==> src/sarcs_pkg.sv <==
// shared types and constants for the stick auto-repeat cursor stepper
// no dependencies; imported by sarcs_step and the top level
package sarcs_pkg;

    // operation codes carried in the op field
    typedef logic [2:0] t_op;
    localparam t_op OP_X_AXIS  = 3'd0;
    localparam t_op OP_Y_STD   = 3'd1;
    localparam t_op OP_Y_FAST  = 3'd2;
    localparam t_op OP_Y_EXTRA = 3'd3;
    localparam t_op OP_NONE    = 3'd4;

    // configuration register indexes
    typedef logic [1:0] t_cfg_idx;
    localparam t_cfg_idx CFG_DEAD_ZONE     = 2'd0;
    localparam t_cfg_idx CFG_REPEAT_DELAY  = 2'd1;
    localparam t_cfg_idx CFG_REPEAT_PERIOD = 2'd2;

    // register reset values
    localparam logic [6:0] DEAD_ZONE_RST     = 7'd12;
    localparam logic [6:0] REPEAT_DELAY_RST  = 7'd9;
    localparam logic [6:0] REPEAT_PERIOD_RST = 7'd2;

    // extra repeat rule fires again this many counts after the delay
    localparam logic [8:0] EXTRA_REPEAT_OFS  = 9'd3;

    typedef struct packed {
        t_op               op;
        logic signed [7:0] stick_x;
        logic signed [7:0] stick_y;
        logic [7:0]        cursor_in;
        logic [7:0]        cursor_max;
        logic              wrap;
    } t_in_item;

    typedef struct packed {
        logic [7:0] cursor_out;
        logic [7:0] hold_count;
        logic       stepped;
    } t_out_item;

    typedef struct packed {
        logic [6:0] dead_zone;
        logic [6:0] repeat_delay;
        logic [6:0] repeat_period;
    } t_cfg;

    // state carried from one frame to the next
    typedef struct packed {
        logic [7:0]        hold_counter;
        logic signed [7:0] previous_x;
        logic signed [7:0] previous_y;
    } t_hist;

endpackage

==> src/sarcs_step.sv <==
// combinational frame update: hold counter, fire decision and cursor step
// depends on sarcs_pkg
module sarcs_step
    import sarcs_pkg::*;
(
    input  t_in_item  i_item,
    input  t_cfg      i_cfg,
    input  t_hist     i_hist,
    output t_hist     o_hist,
    output t_out_item o_result
);

    logic [7:0]        mag_x, mag_y, mag_px, mag_py, dz;
    logic signed [7:0] sx, sy, px, py;
    logic              defl, rev_x, rev_y;
    logic [8:0]        cnt_inc, cnt_pre, limit;
    logic [6:0]        dly;
    logic [7:0]        cnt;
    logic              fire, step_up, step_dn;
    logic signed [9:0] sum;
    logic              below, above;
    logic [7:0]        cur_fix;

    always_comb begin
        sx = i_item.stick_x;
        sy = i_item.stick_y;
        px = i_hist.previous_x;
        py = i_hist.previous_y;
        dz = {1'b0, i_cfg.dead_zone};

        // magnitudes as unsigned, so -128 gives 128
        mag_x  = sx[7] ? (~sx + 8'd1) : sx;
        mag_y  = sy[7] ? (~sy + 8'd1) : sy;
        mag_px = px[7] ? (~px + 8'd1) : px;
        mag_py = py[7] ? (~py + 8'd1) : py;

        defl  = (mag_x > dz) || (mag_y > dz);
        // sign reversal against a previous sample that was itself deflected
        rev_x = ((sx[7] && !px[7] && (px != 8'sd0)) || (!sx[7] && (sx != 8'sd0) && px[7]))
                && (mag_px > dz);
        rev_y = ((sy[7] && !py[7] && (py != 8'sd0)) || (!sy[7] && (sy != 8'sd0) && py[7]))
                && (mag_py > dz);

        dly     = (i_cfg.repeat_delay == 7'd0) ? 7'd1 : i_cfg.repeat_delay;
        limit   = {2'b0, dly} + {2'b0, i_cfg.repeat_period};
        cnt_inc = {1'b0, i_hist.hold_counter} + 9'd1;
        cnt_pre = (defl && !rev_x && !rev_y) ? cnt_inc : 9'd0;
        cnt     = (cnt_pre >= limit) ? {1'b0, dly - 7'd1} : cnt_pre[7:0];

        fire    = 1'b0;
        step_up = 1'b0;
        step_dn = 1'b0;
        case (i_item.op)
            OP_X_AXIS: begin
                fire    = (cnt == 8'd1) || (cnt == {1'b0, dly});
                step_up = !sx[7] && (mag_x > dz);
                step_dn = sx[7] && (mag_x > dz);
            end
            OP_Y_STD: begin
                fire    = (cnt == 8'd1) || (cnt == {1'b0, dly});
                step_dn = !sy[7] && (mag_y > dz);
                step_up = sy[7] && (mag_y > dz);
            end
            OP_Y_FAST: begin
                fire    = (cnt == 8'd1) || (cnt >= {1'b0, dly - 7'd1});
                step_dn = !sy[7] && (mag_y > dz);
                step_up = sy[7] && (mag_y > dz);
            end
            OP_Y_EXTRA: begin
                fire    = (cnt == 8'd1) || (cnt == {1'b0, dly})
                          || ({1'b0, cnt} == ({2'b0, dly} + EXTRA_REPEAT_OFS));
                step_dn = !sy[7] && (mag_y > dz);
                step_up = sy[7] && (mag_y > dz);
            end
            default: begin
                fire = 1'b0;
            end
        endcase

        sum = $signed({2'b0, i_item.cursor_in});
        if (step_up) begin
            sum = sum + 10'sd1;
        end else if (step_dn) begin
            sum = sum - 10'sd1;
        end
        below = sum < 10'sd0;
        above = sum > $signed({2'b0, i_item.cursor_max});

        // wrap or clamp into 0..cursor_max
        if (i_item.wrap) begin
            cur_fix = below ? i_item.cursor_max : (above ? 8'd0 : sum[7:0]);
        end else begin
            cur_fix = below ? 8'd0 : (above ? i_item.cursor_max : sum[7:0]);
        end

        o_hist.hold_counter   = cnt;
        o_hist.previous_x     = sx;
        o_hist.previous_y     = sy;
        o_result.cursor_out   = fire ? cur_fix : i_item.cursor_in;
        o_result.hold_count   = cnt;
        o_result.stepped      = fire;
    end

endmodule

==> src/stick_auto_repeat_cursor_stepper_unit.sv <==
// top level of the stick auto-repeat cursor stepper
// depends on sarcs_pkg and sarcs_step
//
// usage
//   input channel: one frame per transfer (op, stick x/y, cursor, cursor max,
//   wrap) on i_in_data, qualified by i_in_valid, held off by o_in_stall
//   output channel: one result per frame (cursor_out, hold_count, stepped)
//   on o_out_data with o_out_valid, held off by i_out_stall
//   config channel: i_cfg_valid/o_cfg_ready with a register index and 7-bit
//   data; index 0 dead zone, 1 repeat delay, 2 repeat period, other indexes
//   are ignored; ready is always high, write only while the block is idle
// timing
//   two register stages: the frame is captured in an input register, the
//   counter/fire/step logic runs in one pass and lands in the result
//   register; one frame per cycle sustained while i_out_stall is low;
//   the hold counter and previous samples update in the same cycle the
//   frame moves to the result register
// reset
//   synchronous active low; registers return to 12/9/2, counter and
//   previous samples clear, both stages empty
// back pressure
//   with i_out_stall high the result holds; the input register still fills
//   once, then o_in_stall rises until the result drains
module stick_auto_repeat_cursor_stepper_unit
    import sarcs_pkg::*;
(
    input  logic       i_clk,
    input  logic       i_rst_n,
    // frame input
    input  logic       i_in_valid,
    output logic       o_in_stall,
    input  t_in_item   i_in_data,
    // result output
    output logic       o_out_valid,
    input  logic       i_out_stall,
    output t_out_item  o_out_data,
    // config writes
    input  logic       i_cfg_valid,
    output logic       o_cfg_ready,
    input  t_cfg_idx   i_cfg_index,
    input  logic [6:0] i_cfg_data
);

    t_cfg      r_cfg;
    t_hist     r_hist, n_hist;
    t_in_item  r_item;
    logic      r_item_valid;
    t_out_item r_res, n_res;
    logic      r_res_valid;
    logic      res_load;
    logic      item_load;

    // result register takes a new value when empty or being drained
    assign res_load  = r_item_valid && (!r_res_valid || !i_out_stall);
    // input register refills when empty or when its frame moves on
    assign item_load = i_in_valid && !o_in_stall;

    assign o_in_stall  = r_item_valid && !res_load;
    assign o_out_valid = r_res_valid;
    assign o_out_data  = r_res;
    assign o_cfg_ready = 1'b1;

    sarcs_step u_step (
        .i_item   (r_item),
        .i_cfg    (r_cfg),
        .i_hist   (r_hist),
        .o_hist   (n_hist),
        .o_result (n_res)
    );

    // configuration registers
    always_ff @(posedge i_clk) begin
        if (!i_rst_n) begin
            r_cfg.dead_zone     <= DEAD_ZONE_RST;
            r_cfg.repeat_delay  <= REPEAT_DELAY_RST;
            r_cfg.repeat_period <= REPEAT_PERIOD_RST;
        end else if (i_cfg_valid && o_cfg_ready) begin
            unique case (i_cfg_index)
                CFG_DEAD_ZONE:     r_cfg.dead_zone     <= i_cfg_data;
                CFG_REPEAT_DELAY:  r_cfg.repeat_delay  <= i_cfg_data;
                CFG_REPEAT_PERIOD: r_cfg.repeat_period <= i_cfg_data;
                default: begin
                    r_cfg <= r_cfg;
                end
            endcase
        end
    end

    // frame history advances only with a frame that reaches the result
    always_ff @(posedge i_clk) begin
        if (!i_rst_n) begin
            r_hist <= '0;
        end else if (res_load) begin
            r_hist <= n_hist;
        end
    end

    // handshake control
    always_ff @(posedge i_clk) begin
        if (!i_rst_n) begin
            r_item_valid <= 1'b0;
            r_res_valid  <= 1'b0;
        end else begin
            if (item_load) begin
                r_item_valid <= 1'b1;
            end else if (res_load) begin
                r_item_valid <= 1'b0;
            end
            if (res_load) begin
                r_res_valid <= 1'b1;
            end else if (!i_out_stall) begin
                r_res_valid <= 1'b0;
            end
        end
    end

    // payload registers
    always_ff @(posedge i_clk) begin
        if (item_load) begin
            r_item <= i_in_data;
        end
        if (res_load) begin
            r_res <= n_res;
        end
    end

endmodule

==> config.mk <==
export PLATFORM = sky130hd
export DESIGN_NAME = stick_auto_repeat_cursor_stepper_unit
export DESIGN_NICKNAME = d
export VERILOG_FILES = /design/src/sarcs_pkg.sv /design/src/sarcs_step.sv /design/src/stick_auto_repeat_cursor_stepper_unit.sv
export SDC_FILE = /design/constraint.sdc
export NUM_CORES = 1
export LEC_CHECK = 0
export ABC_AREA = 0
export BUFFER_PORTS_ARGS = -buffer_cell sky130_fd_sc_hd__buf_2
export CORE_MARGIN = 5
export CORE_UTILIZATION = 61
export CTS_CLUSTER_SIZE = 12
export DETAILED_ROUTE_END_ITERATION = 10
export GPL_TIMING_DRIVEN = 0
export PLACE_DENSITY = 0.9
export SKIP_CTS_REPAIR_TIMING = 1
export SLEW_MARGIN = 20
export SYNTH_ARGS = -nofsm -noshare
export SYNTH_HDL_FRONTEND = slang
export SYNTH_HIERARCHICAL = 1
export SYNTH_SLANG_ARGS = --single-unit
==> constraint.sdc <==
create_clock -name i_clk -period 7.9 [get_ports i_clk]
set_input_delay 1.185 -clock i_clk [delete_from_list [all_inputs] [get_ports i_clk]]
set_output_delay 1.185 -clock i_clk [all_outputs]
set_load 0.05 [all_outputs]
=== Word-level counts from Yosys, hierarchy flattened ===
Cells that the tools add are included.

* Input bits: 50
* Flip-flop bits (word level): 100
* Word-level logic and storage cells: 119
* Output and inout bits: 20

* $add $sub $neg: 10
* Equal/unequal tests: 9
* Magnitude comparators: 8
* Bitwise logic cells: 4
* Mux-type cells: 22
* Reductions and logical operators: 49

{| class="wikitable"
|+ Operators with widths
! cell !! count
|-
| $mux 8 || 11
|-
| $add 8x1->8 const B || 4
|-
| $gt 8x7->1 || 4
|-
| $not 8->8 || 4
|-
| $reduce_bool 8->1 || 4
|-
| $mux 10 || 2
|-
| $logic_and 1x1->1 || 19
|-
| $add 8x1->9 const B || 2
|-
| $gt 10x9->1 || 1
|-
| $logic_not 1->1 || 10
|-
| $lt 10x1->1 const B || 1
|-
| $eq 8x9->1 || 1
|-
| $ge 9x9->1 || 1
|-
| $mux 9 || 1
|-
| $sub 8x1->9 const B || 1
|-
| $add 7x2->8 const B || 1
|-
| $add 7x7->8 || 1
|-
| $eq 8x1->1 const B || 1
|-
| $eq 8x7->1 || 1
|-
| $ge 8x7->1 || 1
|-
| $logic_not 7->1 || 1
|-
| $logic_or 1x1->1 || 7
|-
| $mux 7 || 1
|-
| $sub 7x1->7 const B || 1
|-
| other kinds (14) || 21
|}

=== Longest topological paths before layout ===
Gate-level depths: netlist (run 1).

* Depth in word-level cells: 16
* Depth in mapped cells: 35
* Gate-level depth less buffers: 33

=== By module ===
The synthesis (run 1) kept the hierarchy.

{| class="wikitable"
|+ Modules (own cells, without submodules)
! module !! cells each !! area an instance (µm²) !! times used !! sequential area each (µm²)
|-
| sarcs_step || 522 || 3736.1 || 1 || 0.0
|-
| stick_auto_repeat_cursor_stepper_unit || 250 || 3503.4 || 1 || 2532.4
|}

=== Worst setup path after synthesis (run 1) ===
No wires, ideal clock.

* Path kind: flip-flop to flip-flop
* From: reg r_item[17] (netlist name)
* To: reg r_res (netlist bit o_out_data[9]) (data pin)
* Required time: 7.640 ns
* Arrival time: 6.881 ns
* Stages on the path, launching flop included: 35
* Setup time: 0.260 ns
* Period minus slack after synthesis: 7.142 ns
* Setup slack: 0.758 ns
* Cells stage by stage: edfxtp_1 > inv_1 > ha_1 > or3b_4 > o31ai_1 > xnor2_1 > ha_1 > a21oi_1 > a22o_1 > o41ai_1 > or2_2 > o211ai_4 > buf_2 > nor2_1 > ha_1 > a2111oi_1 > o21ai_0 > or2_1 > clkbuf_1 > o21ai_0 > nand2_1 > nand2_1 > inv_1 > ha_1 > nand2b_1 > a21o_1 > a21o_1 > a21o_1 > a21o_1 > a21o_1 > a2111oi_0 > a21oi_1 > o21ai_2 > inv_2 > mux2_4

{| class="wikitable"
|+ RTL lines
! item !! line !! RTL
|-
| from (decl) || stick_auto_repeat_cursor_stepper_unit.sv:46 || <nowiki>t_in_item r_item;</nowiki>
|-
| from (signal assigned) || stick_auto_repeat_cursor_stepper_unit.sv:120 || <nowiki>r_item <= i_in_data;</nowiki>
|-
| to (signal assigned) || stick_auto_repeat_cursor_stepper_unit.sv:123 || <nowiki>r_res <= n_res;</nowiki>
|-
| to (decl) || stick_auto_repeat_cursor_stepper_unit.sv:48 || <nowiki>t_out_item r_res, n_res;</nowiki>
|}

==> impl_metrics.yaml, run 1 <==
hold_path:
  hp-start: "r_hist[7]"
  hold-path-endpoint: "r_hist[7]"
  holdPathStages: 2
  hp-class: "register to register"
routing:
  num_vias: 5910
  dr.first_iter.drc_count: 482
  viasPerCell: 5.91
  ant_nets: 0
  routed_wirelength_mm: 16.7
  drc: 0
  drt_first_pass_iters: 7
  wl_per_cell_um: 16.7
cells_and_area:
  fill_cells: 838
  seqCellArea_um2: 2530
  multi_input_area_um2: 4210
  antenna_cells: 0
  drive_above_1_share_pct: 18.0
  area_growth_pct: 12.8
  nNetsFinal: 970
floorplan:
  pin_count: 70
  dieArea_um2: 14100
  fp-row-count: 39
  die_w_um: 119
  initial_utilization_pct: 62.9
  die_h_um: 119
  core_um2: 11500
grt:
  first_global_vias: 5764
  track_usage_pct: 24.0
  grt_pass1_wl_mm: 27.6
  grt_start_max_net_pins: 32
  antenna_found_initial: 0
  grt-ovfl-total: 0
sta:
  setup_viol: 0
  relSlewSlack_pct: 59.1
  period_share_pct: 94.8
  tns_ns: 0
  max_clock_freq_mhz: 134
  fin_skew_ns: 0.00827
  rsz0062_at_grt: "no"
  drv_slew: 0
  worst_pin_slew_ns: 0.607
  hold_violations: 0
  finalCriticalPeriod_ns: 7.49
cts:
  clk_latency_ns: 0.36
  cts_tree: "yes"
  clockBufferDepth: 2
  htreeDepth: 3
  clk_pin_slew_ns: 0.06
  root_buffer: "clkbuf_16"
  cts_num_sinks: 100
  numCtsBuffers: 9
setup_path:
  end_kind: "register"
  start_kind: "register"
  crit_top_cell: "a21o_1"
  critPathMaxStageDelay_ns: 0.42
  worst_r2r_endpoint: "o_out_data[11]"
  path_max_fanout: 10
  worstPathRequired_ns: 8.01
  r2r-start: "r_item[17]"
  worstRegToRegCells: 33
  critPathSlowestCell: "edfxtp_1"
  r2r_setup_slack_ns: 0.41
  crit_type: "register to register"
  worstPathArrival_ns: 7.60
logic_synthesis:
  synth-seq-cells: 100
  yosysMostFrequentCell: "nand2_1"
  synthTopCellsByArea: "edfxtp_1 22%, dfxtp_1 13%, ha_1 12%"
  synth_nets: 890
  synth_area_per_cell_um2: 9.38
  ys.flop_type: "edfxtp_1"
  syn_area_um2: 7240
  synth_top_area_share_pct: 22.0
  yosysTopAreaCell: "edfxtp_1"
  ys_seq_area_share_pct: 35.0
  syn_inst: 772
  ys.warnings.count: 6
  async_flop_share_pct: 0
  synth.distinct_cells: 82
  synthTopCellsByCount: "117 x nand2_1, 67 x ha_1, 53 x edfxtp_1"
  synth-edff-count: 53
status:
  outcome: "complete, no violations"
pwr:
  ir_worst_vdd_mv: 0.200
  total_power_uw: 1460
  p_per_area_nw_per_um2: 179
  p_leak_uw: 0.00358
job:
  drv_cap: 0
placed_design:
  gp_congestion: 0.984
  hpwlAfterDp_mm: 12.4
  io_buffers: 67
==> critical path: cells and delay by family (launching register included) <==
| family | cells | cell delay, ns |
|---|---|---|
| buffers and inverters | 4 | 0.51 |
| multiplexers | 1 | 0.32 |
| adder cells (fa/ha/maj) | 4 | 1.13 |
| AND/OR/NAND/NOR | 7 | 1.53 |
| flip-flops | 1 | 0.42 |
| XOR/XNOR | 1 | 0.16 |
| AO/OA/AOI/OAI | 16 | 3.15 |
==> placed cells by master, fill, tap and decap left out, types with 7 or more instances in the layout <==
cell type / instances
inv_1: 40
nand2b_1: 9
ha_1: 67
o31ai_1: 9
a21o_1: 11
o211ai_1: 9
nand3_1: 15
edfxtp_1: 53
o21ai_0: 15
buf_4: 33
xor2_1: 17
xnor2_1: 32
nand2_1: 117
clkbuf_1: 12
dfxtp_1: 47
a21oi_1: 30
buf_2: 74
nand4_1: 13
nor2b_1: 8
clkbuf_16: 9
and3_1: 9
nor3_1: 7
nor2_1: 41
mux2i_1: 45
==> metal layers <==
layer	vias up	track usage (%)	share of wire, %	routed length [um]
met1	2759	30.4	42	7070
met2	204	40.0	48	8080
met4	0	9.12	2.6	442
li1	2911	-	-	-
met5	-	0	0	0
met3	36	5.73	6.6	1090
==> area by class of cell <==
class,count,share of cell area [%]
plain buffers,57,4.86
clock buffers,10,2.80
clock inverters,6,1.09
inverters,41,1.89
multi-input cells,573,51.6
flip-flops and latches,100,31.0
well taps,143,2.19
repair buffers,70,4.54
==> worst max path at each step <==
stage	start	cells past startpoint	end	slack, ns
final	r_item[17]	33	o_out_data[11]	0.41
after global routing	r_item[17]	33	o_out_data[11]	0.05
after CTS	r_item[17]	34	o_out_data[9]	-0.21
after detailed placement	r_item[17]	34	o_out_data[9]	-0.1
after global placement	r_item[17]	34	o_out_data[9]	-0.01
after floorplan	r_item[17]	34	o_out_data[9]	0.76
==> stage by stage <==
step                      hold slack (ns)  instances  util [%]  setup WS [ns]  instance area [um^2]
after floorplan                     0.434        772         -          0.758                  7240
after global placement              0.446        982      67.3        -0.0113                  7750
after detailed placement            0.446        983      67.6        -0.0965                  7780
after CTS                           0.458        999      70.3         -0.214                  8100
after global routing                0.481       1000      70.9         0.0503                  8160
final                               0.454       1000      70.9          0.411                  8160
==> kinds of logic (layout without fill, tap and decap cells) <==
kind of cell             count (synthesis)  in the layout  share of synthesized area, %
multiplexers                            50             50                          7.26
flip-flops                             100            100                          35.0
other                                    1              1                        0.0518
XOR/XNOR                                49             49                          5.93
adder cells (fa/ha/maj)                 68             68                          11.9
AO/OA/AOI/OAI                          146            146                          15.0
AND/OR/NAND/NOR                        259            259                          17.3
buffers and inverters                   99            184                          7.57
==> flip-flops by register name, summed over array words and instances (netlist names) <==
signal        cells
o_out_data       17
o_out_valid       1
r_cfg            21
r_hist           24
r_item           36
r_item_valid      1
==> power by group <==
part / leakage (uW) / internal (uW) / switching [uW]
combinational: 0.00254 / 167 / 215
sequential: 0.000897 / 581 / 25.1
clock: 0.000149 / 277 / 194
total: 0.00358 / 1030 / 435
No activity file was read; power rests on OpenSTA's default activity.
==> inputs of run 2 (changes only) <==
--- a/config.mk
+++ b/config.mk
@@ -6,16 +6,16 @@
 export NUM_CORES = 1
 export LEC_CHECK = 0
 export ABC_AREA = 0
+export ABC_CLOCK_PERIOD_IN_PS = 7900
 export BUFFER_PORTS_ARGS = -buffer_cell sky130_fd_sc_hd__buf_2
 export CORE_MARGIN = 5
-export CORE_UTILIZATION = 61
+export CORE_UTILIZATION = 60
 export CTS_CLUSTER_SIZE = 12
 export DETAILED_ROUTE_END_ITERATION = 10
 export GPL_TIMING_DRIVEN = 0
-export PLACE_DENSITY = 0.9
+export PLACE_DENSITY = 0.89
 export SKIP_CTS_REPAIR_TIMING = 1
 export SLEW_MARGIN = 20
 export SYNTH_ARGS = -nofsm -noshare
 export SYNTH_HDL_FRONTEND = slang
-export SYNTH_HIERARCHICAL = 1
 export SYNTH_SLANG_ARGS = --single-unit
==> impl_metrics.yaml, run 2 <==
cts:
  clockBufferDepth: 2
  root_buffer: "clkbuf_16"
  cts_num_sinks: 100
  clk_pin_slew_ns: 0.07
  numCtsBuffers: 9
  cts_tree: "yes"
  clk_latency_ns: 0.36
  htreeDepth: 3
logic_synthesis:
  synth_area_per_cell_um2: 8.90
  async_flop_share_pct: 0
  ys.warnings.count: 0
  synthTopCellsByCount: "93 x nand2_1, 73 x nor2_1, 67 x ha_1"
  synth-edff-count: 53
  yosysTopAreaCell: "edfxtp_1"
  synth_top_area_share_pct: 22.3
  synth-seq-cells: 100
  ys.flop_type: "edfxtp_1"
  synth.distinct_cells: 78
  syn_area_um2: 7130
  synthTopCellsByArea: "edfxtp_1 22%, dfxtp_1 13%, ha_1 12%"
  yosysMostFrequentCell: "nand2_1"
  syn_inst: 801
  synth_nets: 919
  ys_seq_area_share_pct: 35.5
cells_and_area:
  top_register: "r_item"
  fill_cells: 858
  final_util_pct: 69.6
  layout_commonest_cell: "nand2_1"
  final_cell_mix: "93 x nand2_1, 73 x nor2_1, 73 x buf_2"
  multi_input_area_um2: 4310
  area_growth_pct: 12.3
  nNetsFinal: 999
  drive_above_1_share_pct: 13.7
  seqCellArea_um2: 2530
  antenna_cells: 0
  top_regs: "r_item: 36 flops, r_hist: 24 flops, r_cfg: 21 flops"
  largest_reg_flops: 36
floorplan:
  die_w_um: 119
  core_um2: 11500
  fp-row-count: 39
  die_h_um: 119
  dieArea_um2: 14200
  pin_count: 70
  initial_utilization_pct: 61.9
grt:
  met2_usage_pct: 39.6
  use_met3_pct: 5.78
  top_usage_layer: "met2"
  grt-ovfl-total: 0
  grt_pass1_wl_mm: 28.9
  antenna_found_initial: 0
  track_usage_pct: 25.0
  grt_use_met1_pct: 33.2
  first_global_vias: 6025
  grt_start_max_net_pins: 29
setup_path:
  end_kind: "register"
  r2r_setup_slack_ns: 0.57
  critPathTopFamily: "compound AO/OA/AOI/OAI gates"
  worst_r2r_endpoint: "o_out_data[13]"
  critPathSlowestCell: "a2111oi_2"
  worstRegToRegCells: 32
  worstPathArrival_ns: 7.42
  crit_type: "register to register"
  start_kind: "register"
  crit_buf_inv: 4
  path_max_fanout: 10
  critPathMaxStageDelay_ns: 0.67
  worstPathRequired_ns: 7.99
  r2r-start: "r_item[17]"
routing:
  viasPerCell: 6.18
  drt_first_pass_iters: 5
  drc: 0
  num_vias: 6359
  dr.first_iter.drc_count: 561
  ant_nets: 0
  routed_wirelength_mm: 17.7
  wl_per_cell_um: 17.2
hold_path:
  hold-path-endpoint: "r_hist[0]"
  holdPathStages: 2
  hp-class: "register to register"
  hp-start: "r_hist[0]"
pwr:
  total_power_uw: 1560
  ir_worst_vdd_mv: 0.235
  p_leak_uw: 0.00335
  p_per_area_nw_per_um2: 195
sta:
  drv_slew: 0
  worst_pin_slew_ns: 0.776
  rsz0062_at_grt: "no"
  fin_ws_ns: 0.572
  finalCriticalPeriod_ns: 7.33
  period_share_pct: 92.8
  relSlewSlack_pct: 48.3
  setup_viol: 0
  max_clock_freq_mhz: 136
  tns_ns: 0
  fin_skew_ns: 0.00870
  hold_violations: 0
placed_design:
  hpwlAfterDp_mm: 13.4
  gp_congestion: 0.997
  io_buffers: 68
  dp_worst_setup_slack_ns: 0.334
status:
  outcome: "complete, no violations"
job:
  drv_cap: 0
-- run 2: cell types whose count changed after synthesis, moves of 13 or more --
cell / delta
mux2i_1: -28
nand3_1: +13
nor2_1: +32
clkbuf_1: +15
a21oi_1: +27
buf_4: -30
nand2_1: -24
-- run 2: worst register-to-register path: cells and delay by family, from the launching register on --
family	cells	cell delay [ns]
AND/OR/NAND/NOR	7	0.74
adder cells (fa/ha/maj)	4	1.20
buffers and inverters	4	0.92
AO/OA/AOI/OAI	16	3.67
flip-flops	1	0.42
XOR/XNOR	1	0.13
-- run 2: cell type report --
class                   count  share of cell area [%]
plain buffers              35                    1.80
multi-input cells         621                    53.8
inverters                  45                    2.11
well taps                 143                    2.23
clock inverters             7                    1.02
flip-flops and latches    100                    31.6
clock buffers               9                    2.81
repair buffers             69                    4.59
-- run 2: kinds of logic (layout without fill, tap and decap cells) --
group | after synthesis | in the layout | synth area share [%]
multiplexers | 19 | 19 | 2.70
other | 1 | 1 | 0.0526
AND/OR/NAND/NOR | 299 | 299 | 20.6
buffers and inverters | 80 | 165 | 4.35
XOR/XNOR | 45 | 45 | 5.53
flip-flops | 100 | 100 | 35.5
adder cells (fa/ha/maj) | 68 | 68 | 12.0
AO/OA/AOI/OAI | 189 | 189 | 19.2
-- run 2: worst max path at each step --
stage | slack (ns) | cells past startpoint | endpoint | start
6_report | 0.57 | 32 | o_out_data[13] | r_item[17]
5_1_grt | 0.03 | 32 | o_out_data[13] | r_item[17]
4_1_cts | 0.30 | 32 | o_out_data[14] | r_item[17]
3_5_place_dp | 0.33 | 31 | o_out_data[14] | r_item[17]
3_3_place_gp | 0.51 | 31 | o_out_data[15] | r_item[17]
2_1_floorplan | 1.80 | 31 | o_out_data[15] | r_item[17]
-- run 2: metrics by stage --
stage	hold WS, ns	std cells	instance area [um^2]
CTS	0.479	1029	7990
floorplan	0.449	801	7130
detailed placement	0.470	1013	7690
global route	0.498	1029	8010
global placement	0.457	1012	7650
finish	0.481	1029	8010
-- run 2: per-layer routing --
metal | share of wire, % | vias up
met5 | 0 | -
met2 | 46 | 298
met3 | 9.1 | 58
met1 | 42 | 2905
met4 | 2.7 | 0
li1 | - | 3098
-- run 2: where the power goes --
part / switching, uW / internal, uW
Clock: 209 / 251
Sequential: 24.5 / 586
Combinational: 311 / 178
Total: 545 / 1010
==> inputs of run 3 (changes only) <==
--- a/config.mk
+++ b/config.mk
@@ -7,9 +7,11 @@
 export LEC_CHECK = 0
 export ABC_AREA = 0
 export ABC_CLOCK_PERIOD_IN_PS = 7900
-export BUFFER_PORTS_ARGS = -buffer_cell sky130_fd_sc_hd__buf_2
+export BUFFER_PORTS_ARGS = -buffer_cell sky130_fd_sc_hd__buf_4
+export CELL_PAD_IN_SITES_DETAIL_PLACEMENT = 0
+export CELL_PAD_IN_SITES_GLOBAL_PLACEMENT = 1
 export CORE_MARGIN = 5
-export CORE_UTILIZATION = 60
+export CORE_UTILIZATION = 46
 export CTS_CLUSTER_SIZE = 12
 export DETAILED_ROUTE_END_ITERATION = 10
 export GPL_TIMING_DRIVEN = 0
==> impl_metrics.yaml, run 3 (synthesis results as in run 2) <==
sta:
  rsz0062_at_grt: "no"
  drv_slew: 0
  relSlewSlack_pct: 51.7
  max_clock_freq_mhz: 138
  worst_pin_slew_ns: 0.725
  finalCriticalPeriod_ns: 7.24
  hold_violations: 0
  tns_ns: 0
  setup_viol: 0
  period_share_pct: 91.7
  fin_skew_ns: 0.00682
setup_path:
  crit_type: "register to register"
  r2r-start: "r_item[17]"
  critPathMaxStageDelay_ns: 0.54
  worstPathRequired_ns: 8.02
  crit_buf_inv: 3
  critPathTopFamily: "compound AO/OA/AOI/OAI gates"
  r2r_setup_slack_ns: 0.66
  worst_r2r_endpoint: "o_out_data[15]"
  worstRegToRegCells: 32
  start_kind: "register"
  path_max_fanout: 10
  critPathSlowestCell: "a311oi_1"
  worstPathArrival_ns: 7.36
  end_kind: "register"
routing:
  dr.first_iter.drc_count: 549
  num_vias: 6169
  ant_nets: 0
  viasPerCell: 5.74
  drc: 0
  drt_first_pass_iters: 6
  routed_wirelength_mm: 18.1
  wl_per_cell_um: 16.9
cts:
  root_buffer: "clkbuf_16"
  htreeDepth: 3
  cts_num_sinks: 100
  clk_latency_ns: 0.36
  numCtsBuffers: 9
  clockBufferDepth: 2
  cts_tree: "yes"
  clk_pin_slew_ns: 0.07
cells_and_area:
  seqCellArea_um2: 2530
  top_regs: "r_item: 36 flops, r_hist: 24 flops, r_cfg: 21 flops"
  fill_cells: 1436
  antenna_cells: 0
  top_register: "r_item"
  final_cell_mix: "93 x nand2_1, 73 x nor2_1, 69 x buf_4"
  multi_input_area_um2: 4300
  final_util_pct: 53.9
  stdcell_area_um2: 8190
  layout_commonest_cell: "nand2_1"
  area_growth_pct: 14.9
  nNetsFinal: 999
  drive_above_1_share_pct: 13.5
  largest_reg_flops: 36
floorplan:
  dieArea_um2: 18100
  die_h_um: 135
  fp-row-count: 45
  pin_count: 70
  core_um2: 15200
  initial_utilization_pct: 46.9
  die_w_um: 135
grt:
  grt_start_max_net_pins: 31
  first_global_vias: 5788
  antenna_found_initial: 0
  grt-ovfl-total: 0
  track_usage_pct: 20.0
  grt_pass1_wl_mm: 29.3
status:
  outcome: "complete, no violations"
placed_design:
  dpl_cell_area_um2: 7910
  hpwlAfterDp_mm: 14.1
  gp_congestion: 0.958
  io_buffers: 68
hold_path:
  holdPathStages: 2
  hold-path-endpoint: "r_hist[1]"
  hp-start: "r_hist[1]"
  hp-class: "register to register"
pwr:
  p_per_area_nw_per_um2: 187
  p_leak_uw: 0.00339
  ir_worst_vdd_mv: 0.139
job:
  drv_cap: 0
## run 3: cell type report
type,instances,area share [%]
inverter,45,2.06
sequential,100,30.9
clock buffer,10,2.80
clock inverter,6,0.626
buffer,35,1.76
tap,188,2.87
multi-input combinational,621,52.5
timing repair buffer,69,6.48
## run 3: layer usage
layer	global-route usage (%)	vias to the layer above	part of all wire [%]	wire length, um
met1	27.9	2887	47	8460
li1	-	3090	-	-
met3	3.02	27	5.7	1030
met5	0	-	0	0
met2	31.8	165	45	8240
met4	7.13	0	2.2	405
## run 3: through the flow
stage | power (uW) | instances | setup WS (ns) | hold WS (ns)
5_1_grt | 1610 | 1074 | 0.0716 | 0.494
6_report | 1530 | 1074 | 0.657 | 0.483
3_3_place_gp | 1090 | 1057 | 0.507 | 0.462
3_5_place_dp | 1100 | 1058 | 0.367 | 0.467
4_1_cts | 1540 | 1074 | 0.334 | 0.477
2_1_floorplan | 969 | 801 | 1.80 | 0.449
## run 3: how the worst max path moves through the flow
stage	from	endpoint	slack, ns	cells past startpoint
final	r_item[17]	o_out_data[15]	0.66	32
after global routing	r_item[17]	o_out_data[13]	0.07	33
after CTS	r_item[17]	o_out_data[14]	0.33	32
after detailed placement	r_item[17]	o_out_data[14]	0.37	32
after global placement	r_item[17]	o_out_data[15]	0.51	32
after floorplan	r_item[17]	o_out_data[15]	1.80	31
## run 3: worst register-to-register path: cells and delay by family (launching register included)
kind / cells / cell delay (ns)
and+or+nand+nor: 8 / 0.92
buffers and inverters: 3 / 0.80
xor gates and xnor gates: 1 / 0.11
DFF: 1 / 0.42
AOI/OAI and AO/OA: 16 / 3.69
adders and majority gates: 4 / 1.04
## run 3: where the power goes
group | switching (uW) | internal [uW] | total [uW]
Combinational | 302 | 187 | 489
Clock | 209 | 220 | 429
Sequential | 24.6 | 586 | 610
